### config.mk
export PLATFORM = sky130hd
export DESIGN_NAME = hilbert3d_curve_walker_top
export DESIGN_NICKNAME = d
export VERILOG_FILES = /design/src/h3w_pkg.sv /design/src/h3w_cell.sv /design/src/hilbert3d_curve_walker_top.sv
export SDC_FILE = /design/constraint.sdc
export NUM_CORES = 1
export LEC_CHECK = 0
export ABC_AREA = 1
export BUFFER_PORTS_ARGS = -buffer_cell sky130_fd_sc_hd__buf_2
export CORE_MARGIN = 2
export CORE_UTILIZATION = 38
export DETAILED_ROUTE_END_ITERATION = 10
export PLACE_DENSITY = 0.61
export REMOVE_ABC_BUFFERS = 1
export SLEW_MARGIN = 10
export SYNTH_ARGS = -nofsm -noshare
export SYNTH_HDL_FRONTEND = slang
export SYNTH_SLANG_ARGS = --single-unit
### constraint.sdc
create_clock -name i_clk -period 6.9 [get_ports i_clk]
set_input_delay 1.035 -clock i_clk [delete_from_list [all_inputs] [get_ports i_clk]]
set_output_delay 1.035 -clock i_clk [all_outputs]
set_load 0.05 [all_outputs]
### src/h3w_pkg.sv
// ----------------------------------------------------------------------------
// h3w_pkg
// Shared types, constants and orientation tables of the 3D Hilbert walker.
// ----------------------------------------------------------------------------
package h3w_pkg;

    localparam int MAX_DEPTH = 10;
    localparam int LVL_W     = $clog2(MAX_DEPTH + 1);
    localparam int DEP_W     = (LVL_W > 4) ? LVL_W : 4;
    localparam int CNT_W     = 3 * MAX_DEPTH + 1;
    localparam int IDX_W     = 30;
    localparam int CFG_IDX_W = 1;

    localparam logic [2:0] MV_NONE = 3'd6;
    localparam logic [3:0] NUM_ORIENT = 4'd12;

    typedef enum logic [CFG_IDX_W-1:0] {
        REG_DEPTH  = 1'b0,
        REG_ORIENT = 1'b1
    } t_cfg_reg;

    // Per-cell control from the walker.
    typedef struct packed {
        logic set_top;   // load the start orientation, child 0
        logic incr;      // step the child index by one
        logic en;        // level lies inside the current depth
    } t_cell_ctl;

    localparam logic [3:0] SUB_ORIENT [16][8] = '{
        '{4'd2,  4'd4,  4'd4,  4'd7,  4'd7,  4'd10, 4'd10, 4'd3},
        '{4'd3,  4'd5,  4'd5,  4'd6,  4'd6,  4'd11, 4'd11, 4'd2},
        '{4'd4,  4'd0,  4'd0,  4'd8,  4'd8,  4'd1,  4'd1,  4'd11},
        '{4'd5,  4'd1,  4'd1,  4'd9,  4'd9,  4'd0,  4'd0,  4'd10},
        '{4'd0,  4'd2,  4'd2,  4'd5,  4'd5,  4'd9,  4'd9,  4'd6},
        '{4'd1,  4'd3,  4'd3,  4'd4,  4'd4,  4'd8,  4'd8,  4'd7},
        '{4'd8,  4'd10, 4'd10, 4'd1,  4'd1,  4'd4,  4'd4,  4'd9},
        '{4'd9,  4'd11, 4'd11, 4'd0,  4'd0,  4'd5,  4'd5,  4'd8},
        '{4'd10, 4'd6,  4'd6,  4'd2,  4'd2,  4'd7,  4'd7,  4'd5},
        '{4'd11, 4'd7,  4'd7,  4'd3,  4'd3,  4'd6,  4'd6,  4'd4},
        '{4'd6,  4'd8,  4'd8,  4'd11, 4'd11, 4'd3,  4'd3,  4'd0},
        '{4'd7,  4'd9,  4'd9,  4'd10, 4'd10, 4'd2,  4'd2,  4'd1},
        '{4'd2,  4'd4,  4'd4,  4'd7,  4'd7,  4'd10, 4'd10, 4'd3},
        '{4'd2,  4'd4,  4'd4,  4'd7,  4'd7,  4'd10, 4'd10, 4'd3},
        '{4'd2,  4'd4,  4'd4,  4'd7,  4'd7,  4'd10, 4'd10, 4'd3},
        '{4'd2,  4'd4,  4'd4,  4'd7,  4'd7,  4'd10, 4'd10, 4'd3}
    };

    localparam logic [2:0] STEP_DIR [16][7] = '{
        '{3'd4, 3'd0, 3'd5, 3'd2, 3'd4, 3'd1, 3'd5},
        '{3'd5, 3'd0, 3'd4, 3'd3, 3'd5, 3'd1, 3'd4},
        '{3'd0, 3'd2, 3'd1, 3'd4, 3'd0, 3'd3, 3'd1},
        '{3'd0, 3'd3, 3'd1, 3'd5, 3'd0, 3'd2, 3'd1},
        '{3'd2, 3'd4, 3'd3, 3'd0, 3'd2, 3'd5, 3'd3},
        '{3'd3, 3'd5, 3'd2, 3'd0, 3'd3, 3'd4, 3'd2},
        '{3'd4, 3'd1, 3'd5, 3'd3, 3'd4, 3'd0, 3'd5},
        '{3'd5, 3'd1, 3'd4, 3'd2, 3'd5, 3'd0, 3'd4},
        '{3'd1, 3'd3, 3'd0, 3'd4, 3'd1, 3'd2, 3'd0},
        '{3'd1, 3'd2, 3'd0, 3'd5, 3'd1, 3'd3, 3'd0},
        '{3'd3, 3'd4, 3'd2, 3'd1, 3'd3, 3'd5, 3'd2},
        '{3'd2, 3'd5, 3'd3, 3'd1, 3'd2, 3'd4, 3'd3},
        '{3'd4, 3'd0, 3'd5, 3'd2, 3'd4, 3'd1, 3'd5},
        '{3'd4, 3'd0, 3'd5, 3'd2, 3'd4, 3'd1, 3'd5},
        '{3'd4, 3'd0, 3'd5, 3'd2, 3'd4, 3'd1, 3'd5},
        '{3'd4, 3'd0, 3'd5, 3'd2, 3'd4, 3'd1, 3'd5}
    };

    function automatic logic [3:0] clean_orient(input logic [3:0] o);
        return (o < NUM_ORIENT) ? o : 4'd0;
    endfunction

endpackage

### src/h3w_cell.sv
// ----------------------------------------------------------------------------
// h3w_cell
// One level of the walk stack: orientation and child index of that level.
// ----------------------------------------------------------------------------
module h3w_cell (
    input  logic                i_clk,
    input  logic                i_rst_n,
    input  h3w_pkg::t_cell_ctl  i_ctl,
    input  logic [3:0]          i_start_orient,
    input  logic                i_seed,
    input  logic [3:0]          i_par_orient,
    input  logic [2:0]          i_par_child,
    output logic [3:0]          o_orient,
    output logic [2:0]          o_child,
    output logic                o_seed
);

    logic [3:0] r_orient, n_orient;
    logic [2:0] r_child,  n_child;
    logic       r_seed,   n_seed;

    always_comb begin
        n_orient = r_orient;
        n_child  = r_child;
        n_seed   = 1'b0;
        if (i_ctl.set_top) begin
            n_orient = h3w_pkg::clean_orient(i_start_orient);
            n_child  = 3'd0;
            n_seed   = 1'b1;
        end else if (i_ctl.incr) begin
            n_child = r_child + 3'd1;
            n_seed  = 1'b1;
        end else if (i_seed && i_ctl.en) begin
            // The parent was updated last cycle; its new state picks this level.
            n_orient = h3w_pkg::clean_orient(h3w_pkg::SUB_ORIENT[i_par_orient][i_par_child]);
            n_child  = 3'd0;
            n_seed   = 1'b1;
        end
    end

    always_ff @(posedge i_clk) begin
        if (!i_rst_n) begin
            r_orient <= 4'd0;
            r_child  <= 3'd0;
            r_seed   <= 1'b0;
        end else begin
            r_orient <= n_orient;
            r_child  <= n_child;
            r_seed   <= n_seed;
        end
    end

    assign o_orient = r_orient;
    assign o_child  = r_child;
    assign o_seed   = r_seed;

endmodule

### src/hilbert3d_curve_walker_top.sv
// ----------------------------------------------------------------------------
// hilbert3d_curve_walker_top
// Steps along a 3D Hilbert curve, one cell per request.
// ----------------------------------------------------------------------------
// Usage: configuration writes (index 0 curve_depth, 1 start_orientation) go
// over i_cfg_valid/o_cfg_ready, always ready; the user must write only while
// the walker is idle, the block does not enforce it. Each input request
// (i_valid/o_ready) carries i_restart: 1 starts a new walk, 0 advances one
// cell. Each request yields one result on o_valid/i_ready: move direction,
// cell index, last-cell and overrun flags. The result is registered and
// appears in the cycle after the request is taken. The stack is a row of
// level cells; after a child step or restart at level k a re-seed wave
// walks down one level per cycle to the last used level. The next request
// is taken once that wave ends; a step at the deepest used level starts no
// wave. A stalled result holds o_valid and blocks new requests until it
// is taken. Reset gives the first cell of a depth-1 walk in orientation 0,
// depth 1, start orientation 0, and no result pending.
// ----------------------------------------------------------------------------
module hilbert3d_curve_walker_top (
    input  logic                               i_clk,
    input  logic                               i_rst_n,
    input  logic                               i_valid,
    output logic                               o_ready,
    input  logic                               i_restart,
    output logic                               o_valid,
    input  logic                               i_ready,
    output logic [2:0]                         o_move_dir,
    output logic [h3w_pkg::IDX_W-1:0]          o_cell_index,
    output logic                               o_last_cell,
    output logic                               o_overrun,
    input  logic                               i_cfg_valid,
    output logic                               o_cfg_ready,
    input  logic [h3w_pkg::CFG_IDX_W-1:0]      i_cfg_index,
    input  logic [3:0]                         i_cfg_data
);

    localparam int MD = h3w_pkg::MAX_DEPTH;

    logic [3:0] r_depth, r_start;
    logic [h3w_pkg::CNT_W-1:0] r_count, n_count;
    logic r_done, n_done;
    logic r_ovalid;
    logic [2:0] r_move, n_move;
    logic [h3w_pkg::IDX_W-1:0] r_idx;
    logic r_last, r_over, n_over;

    logic [3:0] lv_orient [MD];
    logic [2:0] lv_child  [MD];
    logic       lv_seed   [MD];
    h3w_pkg::t_cell_ctl ctl [MD];
    logic [MD-1:0] incr_vec;

    logic [h3w_pkg::DEP_W-1:0] d_eff;
    logic [h3w_pkg::CNT_W-1:0] end_idx;
    logic wave, accept, found;
    logic [h3w_pkg::LVL_W-1:0] k_sel;

    assign d_eff = (h3w_pkg::DEP_W'(r_depth) > h3w_pkg::DEP_W'(MD))
                 ? h3w_pkg::DEP_W'(MD) : h3w_pkg::DEP_W'(r_depth);
    assign end_idx = (h3w_pkg::CNT_W'(1) << (3 * d_eff)) - h3w_pkg::CNT_W'(1);

    // The wave is alive while a seeded level still has a used level below it.
    always_comb begin
        wave = 1'b0;
        for (int j = 0; j < MD - 1; j++) begin
            if (lv_seed[j] && (h3w_pkg::DEP_W'(j + 1) < d_eff)) wave = 1'b1;
        end
    end

    assign o_ready     = !wave && (!r_ovalid || i_ready);
    assign accept      = i_valid && o_ready;
    assign o_cfg_ready = 1'b1;

    // Deepest used level whose child can still step; none once the walk has ended.
    always_comb begin
        found = 1'b0;
        k_sel = '0;
        for (int j = 0; j < MD; j++) begin
            if ((h3w_pkg::DEP_W'(j) < d_eff) && (lv_child[j] != 3'd7)) begin
                found = 1'b1;
                k_sel = h3w_pkg::LVL_W'(j);
            end
        end
        if (r_done || (r_count >= end_idx)) found = 1'b0;
    end

    always_comb begin
        n_count = r_count;
        n_move  = h3w_pkg::MV_NONE;
        n_over  = 1'b0;
        incr_vec = '0;
        if (i_restart) begin
            n_count = '0;
        end else if (found) begin
            n_move  = h3w_pkg::STEP_DIR[lv_orient[k_sel]][lv_child[k_sel]];
            n_count = r_count + h3w_pkg::CNT_W'(1);
            incr_vec[k_sel] = accept;
        end else begin
            n_over = 1'b1;
        end
        n_done = n_over || (n_count >= end_idx);
    end

    for (genvar g = 0; g < MD; g++) begin : g_lvl
        assign ctl[g].set_top = (g == 0) && accept && i_restart && (d_eff != '0);
        assign ctl[g].incr    = incr_vec[g];
        assign ctl[g].en      = h3w_pkg::DEP_W'(g) < d_eff;
        if (g == 0) begin : g_top
            h3w_cell u_cell (
                .i_clk, .i_rst_n, .i_ctl(ctl[g]), .i_start_orient(r_start),
                .i_seed(1'b0), .i_par_orient(4'd0), .i_par_child(3'd0),
                .o_orient(lv_orient[g]), .o_child(lv_child[g]), .o_seed(lv_seed[g])
            );
        end else begin : g_sub
            h3w_cell u_cell (
                .i_clk, .i_rst_n, .i_ctl(ctl[g]), .i_start_orient(r_start),
                .i_seed(lv_seed[g-1]), .i_par_orient(lv_orient[g-1]),
                .i_par_child(lv_child[g-1]),
                .o_orient(lv_orient[g]), .o_child(lv_child[g]), .o_seed(lv_seed[g])
            );
        end
    end

    always_ff @(posedge i_clk) begin
        if (!i_rst_n) begin
            r_depth  <= 4'd1;
            r_start  <= 4'd0;
            r_count  <= '0;
            r_done   <= 1'b0;
            r_ovalid <= 1'b0;
        end else begin
            if (i_cfg_valid) begin
                case (i_cfg_index)
                    h3w_pkg::REG_DEPTH:  r_depth <= i_cfg_data;
                    h3w_pkg::REG_ORIENT: r_start <= i_cfg_data;
                    default: ;
                endcase
            end
            if (accept) begin
                r_count  <= n_count;
                r_done   <= n_done;
                r_ovalid <= 1'b1;
            end else if (i_ready) begin
                r_ovalid <= 1'b0;
            end
        end
    end

    always_ff @(posedge i_clk) begin
        if (accept) begin
            r_move <= n_move;
            r_idx  <= n_count[h3w_pkg::IDX_W-1:0];
            r_last <= n_done;
            r_over <= n_over;
        end
    end

    assign o_valid      = r_ovalid;
    assign o_move_dir   = r_move;
    assign o_cell_index = r_idx;
    assign o_last_cell  = r_last;
    assign o_overrun    = r_over;

    a_incr_one: assert property (@(posedge i_clk) disable iff (!i_rst_n)
        $onehot0(incr_vec)) else $error("more than one level stepped");
    a_over_flags: assert property (@(posedge i_clk) disable iff (!i_rst_n)
        (r_ovalid && r_over) |-> (r_last && r_move == h3w_pkg::MV_NONE))
        else $error("overrun without hold flags");
    a_step_count: assert property (@(posedge i_clk) disable iff (!i_rst_n)
        (accept && !i_restart && found) |=> (r_count == $past(r_count) + 1'b1))
        else $error("cell count did not step");
    a_no_accept_in_wave: assert property (@(posedge i_clk) disable iff (!i_rst_n)
        wave |-> !accept) else $error("request taken during re-seed");

endmodule

Word-level counts from Yosys, hierarchy flattened
Memory sizes are Yosys's and may differ from the RTL's.
Cells that the tools add are included.

operators by class
  multiplexer cells = 141
  multipliers = 1
  equal/unequal tests = 10
  $add $sub $neg = 12
  bitwise logic cells = 34
  shifts and indexed selects = 1
  $lt $le $gt $ge = 46
  reductions and logical operators = 53

operators by type and width
  operator                 count
  $mux W32                 18
  $mux W4                  39
  $bmux W4 S3              9
  $mux W3                  22
  $ge A31 B31 Y1           2
  $mux W31                 2
  $ge A5 B5 Y1 const B     11
  $not A4 Y5               11
  $mux W1                  43
  $mux W21                 2
  $ge A4 B4 Y1 const B     10
  $lt A4 B4 Y1 const B     10
  $not A3 Y4               10
  $add A31 B1 Y31 const B  1
  $shl A1 B6 Y31 const A   1
  $sub A31 B2 Y31 const B  1
  $add A3 B1 Y3 const B    10
  $ne A3 B3 Y1 const B     10
  $logic_and A1 B1 Y1      24
  $reduce_and A2 Y1        11
  $mux W10                 2
  $reduce_bool A2 Y1       10
  $bmux W4 S4              1
  $lt A3 B4 Y1 const A     4
  other kinds (16)         34

storage, ports and cells
  bits in read-only memories = 4,944
  word-level logic and storage cells = 346
  register bits after elaboration = 155
  memories = 10
  input bits = 11
  output and inout port bits = 38

memories
  memory           words  width  read ports  clocked after memory_dff  write ports  RTL line        RTL
  (no name shown)  16     32     1           0                         0            h3w_cell.sv:35  n_orient = h3w_pkg::clean_orient(h3w_pkg::SUB_ORIENT[i_par_orient][i_par_child]);
  (no name shown)  16     32     1           0                         0            h3w_cell.sv:35
  (no name shown)  16     32     1           0                         0            h3w_cell.sv:35
  (no name shown)  16     32     1           0                         0            h3w_cell.sv:35
  (no name shown)  16     32     1           0                         0            h3w_cell.sv:35
  (no name shown)  16     32     1           0                         0            h3w_cell.sv:35
  +4 memories      -      -      -           -                         -            -

Depth between registers and ports, before layout
Gate-level depths: netlist of run 1.

  depth in word-level cells = 24
  gate-level depth with buffers = 43

Cells and area by module
From an unflattened synthesis of run 1, not the netlist that was laid out.

unflattened totals
  cell total of the unflattened synthesis = 2,243
  area total of the unflattened synthesis = 13,960.9 µm²

by module, submodules not included
  module                                sequential area each (µm²)  cells each  times used  area an instance (µm²)
  hilbert3d_curve_walker_top            1,871.8                     915         1           6,488.7
  h3w_cell (g_lvl[1].g_sub.u_cell ...)  160.2                       141         5           773.2
  h3w_cell (g_lvl[2].g_sub.u_cell)      160.2                       126         1           749.5
  h3w_cell (g_lvl[0].g_top.u_cell)      160.2                       130         1           728.2
  h3w_cell (g_lvl[6].g_sub.u_cell)      160.2                       124         1           723.2
  h3w_cell (g_lvl[3].g_sub.u_cell)      160.2                       124         1           719.4
  h3w_cell (g_lvl[5].g_sub.u_cell)      160.2                       119         1           685.7

Worst setup path before layout of run 1
No wires, ideal clock.

  path kind = register to register
  from = reg r_depth[3]
  to = reg r_idx (netlist bit o_cell_index[0]) (enable)
  stages on the path, launching flop included = 11
  path buffers = 3
  path slack = 2.170 ns
  arrival time = 4.317 ns
  required time = 6.487 ns
  setup time = 0.413 ns
  path through = dfxtp_1 > buf_4 > nor2_2 > inv_1 > o21ai_1 > nand3_1 > nor3_1 > nand2_1 > inv_1 > buf_2 > buf_1

on the way
  cells in the longest elaborated chain, start to end = 16
  elaborated cells between the ends (all ways) = 32

RTL lines
  item                      RTL line                           RTL
  start: declaration        hilbert3d_curve_walker_top.sv:39   logic [3:0] r_depth, r_start;
  start signal: assignment  hilbert3d_curve_walker_top.sv:134  h3w_pkg::REG_DEPTH: r_depth <= i_cfg_data;
  $gt A4 B4 Y1              hilbert3d_curve_walker_top.sv:58   assign d_eff = (h3w_pkg::DEP_W'(r_depth) > h3w_pkg::DEP_W'(MD))
  $mux W4 *                 hilbert3d_curve_walker_top.sv:59   ? h3w_pkg::DEP_W'(MD) : h3w_pkg::DEP_W'(r_depth);
  $lt A1 B4 Y1              hilbert3d_curve_walker_top.sv:66   if (lv_seed[j] && (h3w_pkg::DEP_W'(j + 1) < d_eff)) wave = 1'b1;
  $logic_and A1 B1 Y1       hilbert3d_curve_walker_top.sv:66
  $mux W1 (8 in a row)      hilbert3d_curve_walker_top.sv:66
  $mux W1 *                 hilbert3d_curve_walker_top.sv:66
  $logic_not A1 Y1 *        hilbert3d_curve_walker_top.sv:70   assign o_ready = !wave && (!r_ovalid || i_ready);
  $logic_and A1 B1 Y1 *     hilbert3d_curve_walker_top.sv:70
  named net o_ready         hilbert3d_curve_walker_top.sv:23   output logic o_ready,
  $logic_and A1 B1 Y1 *     hilbert3d_curve_walker_top.sv:71   assign accept = i_valid && o_ready;
  named net accept          hilbert3d_curve_walker_top.sv:55   logic wave, accept, found;
  end signal: assignment    hilbert3d_curve_walker_top.sv:152  r_idx <= n_count[h3w_pkg::IDX_W-1:0];
  end: declaration          hilbert3d_curve_walker_top.sv:44   logic [h3w_pkg::IDX_W-1:0] r_idx;

Mark *: on every way through the listed nets, which the timed path passes. The rest lies on a longest branch.
A chain may end at the register's enable or synchronous reset.

Worst setup path after layout of run 1
  from = reg r_depth[3]
  to = reg r_done

on the way
  elaborated cells between the ends (all ways) = 65

RTL lines
  item                                                      RTL line                           RTL
  $gt A4 B4 Y1                                              hilbert3d_curve_walker_top.sv:58
  $mux W4 *                                                 hilbert3d_curve_walker_top.sv:59
  branches (longest 12 deep; another with $sub A31 B2 Y31)  -
  $mux W1 *                                                 hilbert3d_curve_walker_top.sv:84   if (r_done || (r_count >= end_idx)) found = 1'b0;
  $mux W1 *                                                 hilbert3d_curve_walker_top.sv:94   end else if (found) begin
  $mux W1 *                                                 hilbert3d_curve_walker_top.sv:92   if (i_restart) begin
  named net n_over                                          hilbert3d_curve_walker_top.sv:45   logic r_last, r_over, n_over;
  $logic_or A1 B1 Y1 *                                      hilbert3d_curve_walker_top.sv:101  n_done = n_over || (n_count >= end_idx);
  end signal: assignment                                    hilbert3d_curve_walker_top.sv:141  r_done <= n_done;
  end: declaration                                          hilbert3d_curve_walker_top.sv:41   logic r_done, n_done;

Mark *: on every way through the listed nets, which the timed path passes.

==> impl_metrics.env, run 1 <==
export IMPL_status="complete, no violations"
export IMPL_synth_ff_type="dfxtp_1"
export IMPL_cts_resized=0
export IMPL_vdd_drop_max_mv=0.196
export IMPL_clk_pin_slew_ns=0.07
export IMPL_slowest_delay_ns=0.44
export IMPL_fin_setup_tns_ns=0
export IMPL_drive_above_1_share_pct=7.49
export IMPL_cts_tree="built"
export IMPL_relSlewSlack_pct=39.7
export IMPL_io_pins=49
export IMPL_clock_latency_ns=0.44
export IMPL_cp_arrival_ns=5.97
export IMPL_dp_hpwl_um=27800
export IMPL_worstSetupStartpointType="register"
export IMPL_routabilityCongestion=0.943
export IMPL_drtIter0Drc=1129
export IMPL_core_area_mm2=0.0315
export IMPL_timing_hold_violations_final=0
export IMPL_ys_async_sr_fraction_pct=0
export IMPL_num_vias=12515
export IMPL_start_util_pct=38.4
export IMPL_p_leak_nw=5.66
export IMPL_synth_edf_count=35
export IMPL_avgSynthCellArea_um2=6.65
export IMPL_synthDistinctLibCells=57
export IMPL_grt_ovfl_total=0
export IMPL_numCtsBuffers=17
export IMPL_viasPerCell=5.54
export IMPL_synthTopCellsByCount="nand2_1, inv_1, nor2_1, a21oi_1, o21ai_0"
export IMPL_ys_warn_count=0
export IMPL_path_class="register to register"
export IMPL_grt_pass1_vias=11795
export IMPL_tightest_slew_ns=0.904
export IMPL_syn_cell_area_mm2=0.0121
export IMPL_syn2layout_area_growth_pct=9.44
export IMPL_htree_levels=4
export IMPL_post_cts_buffers=0
export IMPL_fin_util_pct=42.1
export IMPL_wl_um=36500
export IMPL_critPathCaptureType="register"
export IMPL_cp_required_ns=7.29
export IMPL_firstDrtPassIters=7
export IMPL_hold_buffers=0
export IMPL_final_area_mm2=0.0132
export IMPL_synthesis_instances=1820
export IMPL_clock_root_buffer="clkbuf_16"
export IMPL_fin_crit_sh_pct=80.9
export IMPL_portBuffers=47
export IMPL_r2r_cells=35
export IMPL_die_x_um=182
export IMPL_synth_most_common_cell="nand2_1"
export IMPL_placed_area_mm2=0.0126
export IMPL_slew_viol_final=0
export IMPL_drc=0
export IMPL_rsz0062_at_grt="false"
export IMPL_row_count=65
export IMPL_synth_area_leaders="dfxtp_1, nand2_1, ha_1"
export IMPL_ant_nets=0
export IMPL_gr_usage_all_layers_pct=22.4
export IMPL_num_antenna_cells=0
export IMPL_synth_top_area_share_pct=19.9
export IMPL_hold_depth=2
export IMPL_wire_per_inst_um=16.2
export IMPL_powerDensity_mw_per_mm2=216
export IMPL_hold_path_class="register to register"
export IMPL_fin_hold_ws_ns=0.468
export IMPL_clock_path_buffers=2
export IMPL_die_area_mm2=0.0333
export IMPL_fin_crit_ns=5.58
export IMPL_seq_area_frac_synth_pct=28.6
export IMPL_setup_violations=0
export IMPL_fin_nets=1950
export IMPL_grt_max_degree=80
export IMPL_critPathMostFrequentCell="nand2_1"
export IMPL_cp_slowest_cell="nor2_2"
export IMPL_die_h_um=182
export IMPL_crit_path_max_fanout=18
export IMPL_clock_sinks=155
export IMPL_p_total_w=0.00286
export IMPL_antenna_found_initial=0
export IMPL_drv_cap=0
export IMPL_fmax_mhz=179
export IMPL_synth_top_area_cell="dfxtp_1"
export IMPL_synth_seq_cells=155
export IMPL_clock_skew_final_ns=0.00936
export IMPL_grt_pass1_wl_um=60400
-- state kept, by name, summed over array words and instances, names as in the netlist, 3 cells and up --
name,count
g_lvl.g_sub.u_cell.o_child,27
r_count,31
r_depth,4
g_lvl.g_sub.u_cell.o_orient,36
g_lvl.g_top.u_cell.o_child,3
o_cell_index,30
r_start,4
g_lvl.g_sub.u_cell.o_seed,8
g_lvl.g_top.u_cell.o_orient,4
o_move_dir,3
-- cells by family (layout without fill, tap and decap cells) --
group	Yosys count	after routing	synth area share (%)
flops	155	155	28.6
xor+xnor	21	21	1.52
other cells	1	1	0.0310
compound gates	457	457	21.8
buf+inv	302	339	9.75
fa+ha+maj	95	95	9.83
simple gates	789	789	28.5
-- cell type report --
type                       count  area (µm²)
inverter                     256         963
fill                        3297       18200
multi-input combinational   1363        7460
clock buffer                  19         464
timing repair buffer          51         265
sequential                   155        3450
tap                          402         503
clock inverter                13         126
-- worst max-delay path: cells and delay by family (launching register included) --
kind | cells | cell delay, ns
AND/OR/NAND/NOR | 20 | 2.53
AO/OA/AOI/OAI | 7 | 1.16
adder cells (fa/ha/maj) | 3 | 0.81
buffers and inverters | 4 | 0.42
flip-flops | 1 | 0.41
XOR/XNOR | 1 | 0.18
-- routing by layer --
layer,part of all wire (%),vias to the layer above,GRT usage [%]
met5,0,-,0
met4,2.8,0,8.00
met3,4.4,70,3.41
met2,47,377,38.4
met1,45,5794,28.6
li1,-,6274,-
-- power by group --
group / switching (W) / leakage [nW] / internal, W
registers: 0.0000385 / 1.32 / 0.000981
clock network: 0.000435 / 0.291 / 0.000536
logic: 0.000626 / 4.05 / 0.000240
-- path summary, 6_finish.rpt --
kind	from	endpoint	slack, ns
max	r_depth[3]	r_done	1.32
min reg2reg	g_lvl[9].g_sub.u_cell.o_orient[3]	g_lvl[9].g_sub.u_cell.o_orient[3]	0.47
max reg2reg	r_depth[3]	r_done	1.32
min	g_lvl[9].g_sub.u_cell.o_orient[3]	g_lvl[9].g_sub.u_cell.o_orient[3]	0.47
-- cells in the final DEF (no fill, tap or decap), types with 27 or more instances in the layout --
cell type,Yosys,layout
o21ai_0,149,149
ha_1,95,95
nor2_1,210,210
o211ai_1,27,27
a21oi_1,167,167
nand2_1,355,355
nand4_1,41,41
edfxtp_1,35,35
inv_1,234,233
nand3_1,89,89
buf_2,5,47
nor3_1,40,40
dfxtp_1,120,120
-- through the flow --
step	instances	setup slack (ns)
3_3_place_gp	2227	1.57
4_1_cts	2259	1.38
3_5_place_dp	2227	1.41
2_1_floorplan	1774	1.31
6_report	2259	1.32
5_1_grt	2259	0.661
Power figures use the tool's default switching activity.
==> inputs of run 2 (changes only) <==
==> constraint.sdc (replaced) <==
create_clock -name i_clk -period 5.7 [get_ports i_clk]
set_input_delay 0.855 -clock i_clk [delete_from_list [all_inputs] [get_ports i_clk]]
set_output_delay 0.855 -clock i_clk [all_outputs]
set_load 0.05 [all_outputs]
==> run 2 against run 1 <==
  * Wire length increased by 0.94%
  * Die area unchanged
  * Clock-buffer cell count unchanged
  * Power increased by 20%
  * Via count increased by 0.22%
  * Fmax increased by 9.0%
  * Register-to-register slack got worse by 0.74 ns
  * Worst hold slack got worse by 0.0028 ns
  * Flip-flop and latch count unchanged
  * Cell count increased by 0.13%
  * Sequential power increased by 21%
  * Non-clock buffer count increased by 3
  * Largest cell class unchanged
  * Largest power group unchanged
==> impl_metrics.env, run 2 (same netlist as run 1, synthesis figures left out) <==
export IMPL_status="complete, no violations"
export IMPL_clock_skew_final_ns=0.0140
export IMPL_cp_arrival_ns=5.46
export IMPL_htree_levels=4
export IMPL_num_antenna_cells=0
export IMPL_clock_sinks=155
export IMPL_fin_nets=1953
export IMPL_setup_violations=0
export IMPL_vdd_drop_max_mv=0.235
export IMPL_viasPerCell=5.55
export IMPL_critPathMostFrequentCell="nand2_1"
export IMPL_row_count=65
export IMPL_placed_cells=2230
export IMPL_drive_above_1_share_pct=7.85
export IMPL_critPathCaptureType="register"
export IMPL_die_h_um=182
export IMPL_tightest_slew_ns=0.988
export IMPL_firstDrtPassIters=6
export IMPL_io_pins=49
export IMPL_wl_um=36900
export IMPL_slowest_delay_ns=0.36
export IMPL_crit_path_max_fanout=18
export IMPL_grt_pass1_vias=11619
export IMPL_cts_tree="built"
export IMPL_num_vias=12543
export IMPL_antenna_found_initial=0
export IMPL_syn2layout_area_growth_pct=9.54
export IMPL_clock_path_buffers=2
export IMPL_gr_usage_all_layers_pct=22.3
export IMPL_start_util_pct=38.4
export IMPL_p_total_w=0.00342
export IMPL_drc=0
export IMPL_ant_nets=0
export IMPL_die_x_um=182
export IMPL_final_cell_mix="nand2_1, inv_1, nor2_1, a21oi_1, o21ai_0"
export IMPL_largest_register_ffs=36
export IMPL_layout_commonest_cell="nand2_1"
export IMPL_hold_path_class="register to register"
export IMPL_fmax_mhz=195
export IMPL_worstSetupStartpointType="register"
export IMPL_path_class="register to register"
export IMPL_numCtsBuffers=17
export IMPL_clock_latency_ns=0.45
export IMPL_post_cts_buffers=0
export IMPL_drv_cap=0
export IMPL_rsz0062_at_grt="false"
export IMPL_slew_viol_final=0
export IMPL_grt_pass1_wl_um=59600
export IMPL_cp_slowest_cell="dfxtp_2"
export IMPL_grt_max_degree=80
export IMPL_die_area_mm2=0.0333
export IMPL_timing_hold_violations_final=0
export IMPL_fin_setup_tns_ns=0
export IMPL_wire_per_inst_um=16.3
export IMPL_cp_required_ns=6.04
export IMPL_portBuffers=47
export IMPL_grt_ovfl_total=0
export IMPL_core_area_mm2=0.0315
export IMPL_clk_pin_slew_ns=0.07
export IMPL_instances_no_fill=2262
export IMPL_fin_crit_ns=5.12
export IMPL_powerDensity_mw_per_mm2=258
export IMPL_routabilityCongestion=0.955
export IMPL_dp_hpwl_um=28100
export IMPL_fin_crit_sh_pct=89.8
export IMPL_fillCellCount=3284
export IMPL_p_leak_nw=5.67
export IMPL_drtIter0Drc=1080
export IMPL_relSlewSlack_pct=34.1
export IMPL_fin_util_pct=42.1
export IMPL_clock_root_buffer="clkbuf_16"
-- run 2: changes by cell type in the layout (fill, tap and decap cells not counted), sizes merged --
cell	previous run	this run
clkinvlp	1	0
bufinv	1	0
clkinv	4	6
buf	51	54
-- run 2: worst paths after layout --
path,start,to,slack (ns),cells after the start
min reg2reg,g_lvl[9].g_sub.u_cell.o_orient[3],g_lvl[9].g_sub.u_cell.o_orient[3],0.47,2
max reg2reg,r_depth[1],r_done,0.58,37
min,g_lvl[9].g_sub.u_cell.o_orient[3],g_lvl[9].g_sub.u_cell.o_orient[3],0.47,2
max,r_depth[1],r_done,0.58,37
-- run 2: stage by stage --
step / setup slack, ns / area (µm²) / hold WS, ns
4_1_cts: 0.216 / 13200 / 0.470
3_3_place_gp: 0.432 / 12700 / 0.455
6_report: 0.580 / 13200 / 0.465
3_5_place_dp: 0.250 / 12700 / 0.462
5_1_grt: 0.0152 / 13200 / 0.500
2_1_floorplan: 0.128 / 11900 / 0.429
-- run 2: layout make-up --
| cell class | count | area [µm²] | area share (%) |
|---|---|---|---|
| clock buffer | 19 | 454 | 3.43 |
| sequential | 155 | 3460 | 26.1 |
| clock inverter | 13 | 103 | 0.774 |
| tap | 402 | 503 | 3.80 |
| inverter | 256 | 963 | 7.27 |
| timing repair buffer | 54 | 288 | 2.17 |
| multi-input combinational | 1363 | 7480 | 56.5 |
-- run 2: critical path, delay by kind of cell (launching register included) --
kind | cells | cell delay (ns)
buffers and inverters | 5 | 0.31
AND/OR/NAND/NOR | 21 | 2.21
flip-flops | 1 | 0.36
XOR/XNOR | 1 | 0.21
AO/OA/AOI/OAI | 7 | 0.96
adder cells (fa/ha/maj) | 3 | 0.95
-- run 2: timing repair --
item                       in CTS  in global routing
hold endpoints to repair        0                  0
setup endpoints to repair       0                  2
gates resized for setup         0                  7
hold buffers                    0                  0
-- run 2: where the power goes --
| part | internal (W) | total (W) | switching [W] |
|---|---|---|---|
| Clock | 0.000593 | 0.00111 | 0.000520 |
| Combinational | 0.000298 | 0.00107 | 0.000771 |
| Sequential | 0.00119 | 0.00123 | 0.0000468 |
-- run 2: routing by layer --
metal,share of wire [%],vias up,global-route usage [%]
li1,-,6297,-
met5,0,-,0
met3,4.5,58,3.09
met1,45,5818,28.1
met2,48,370,38.8
met4,2.6,0,7.87
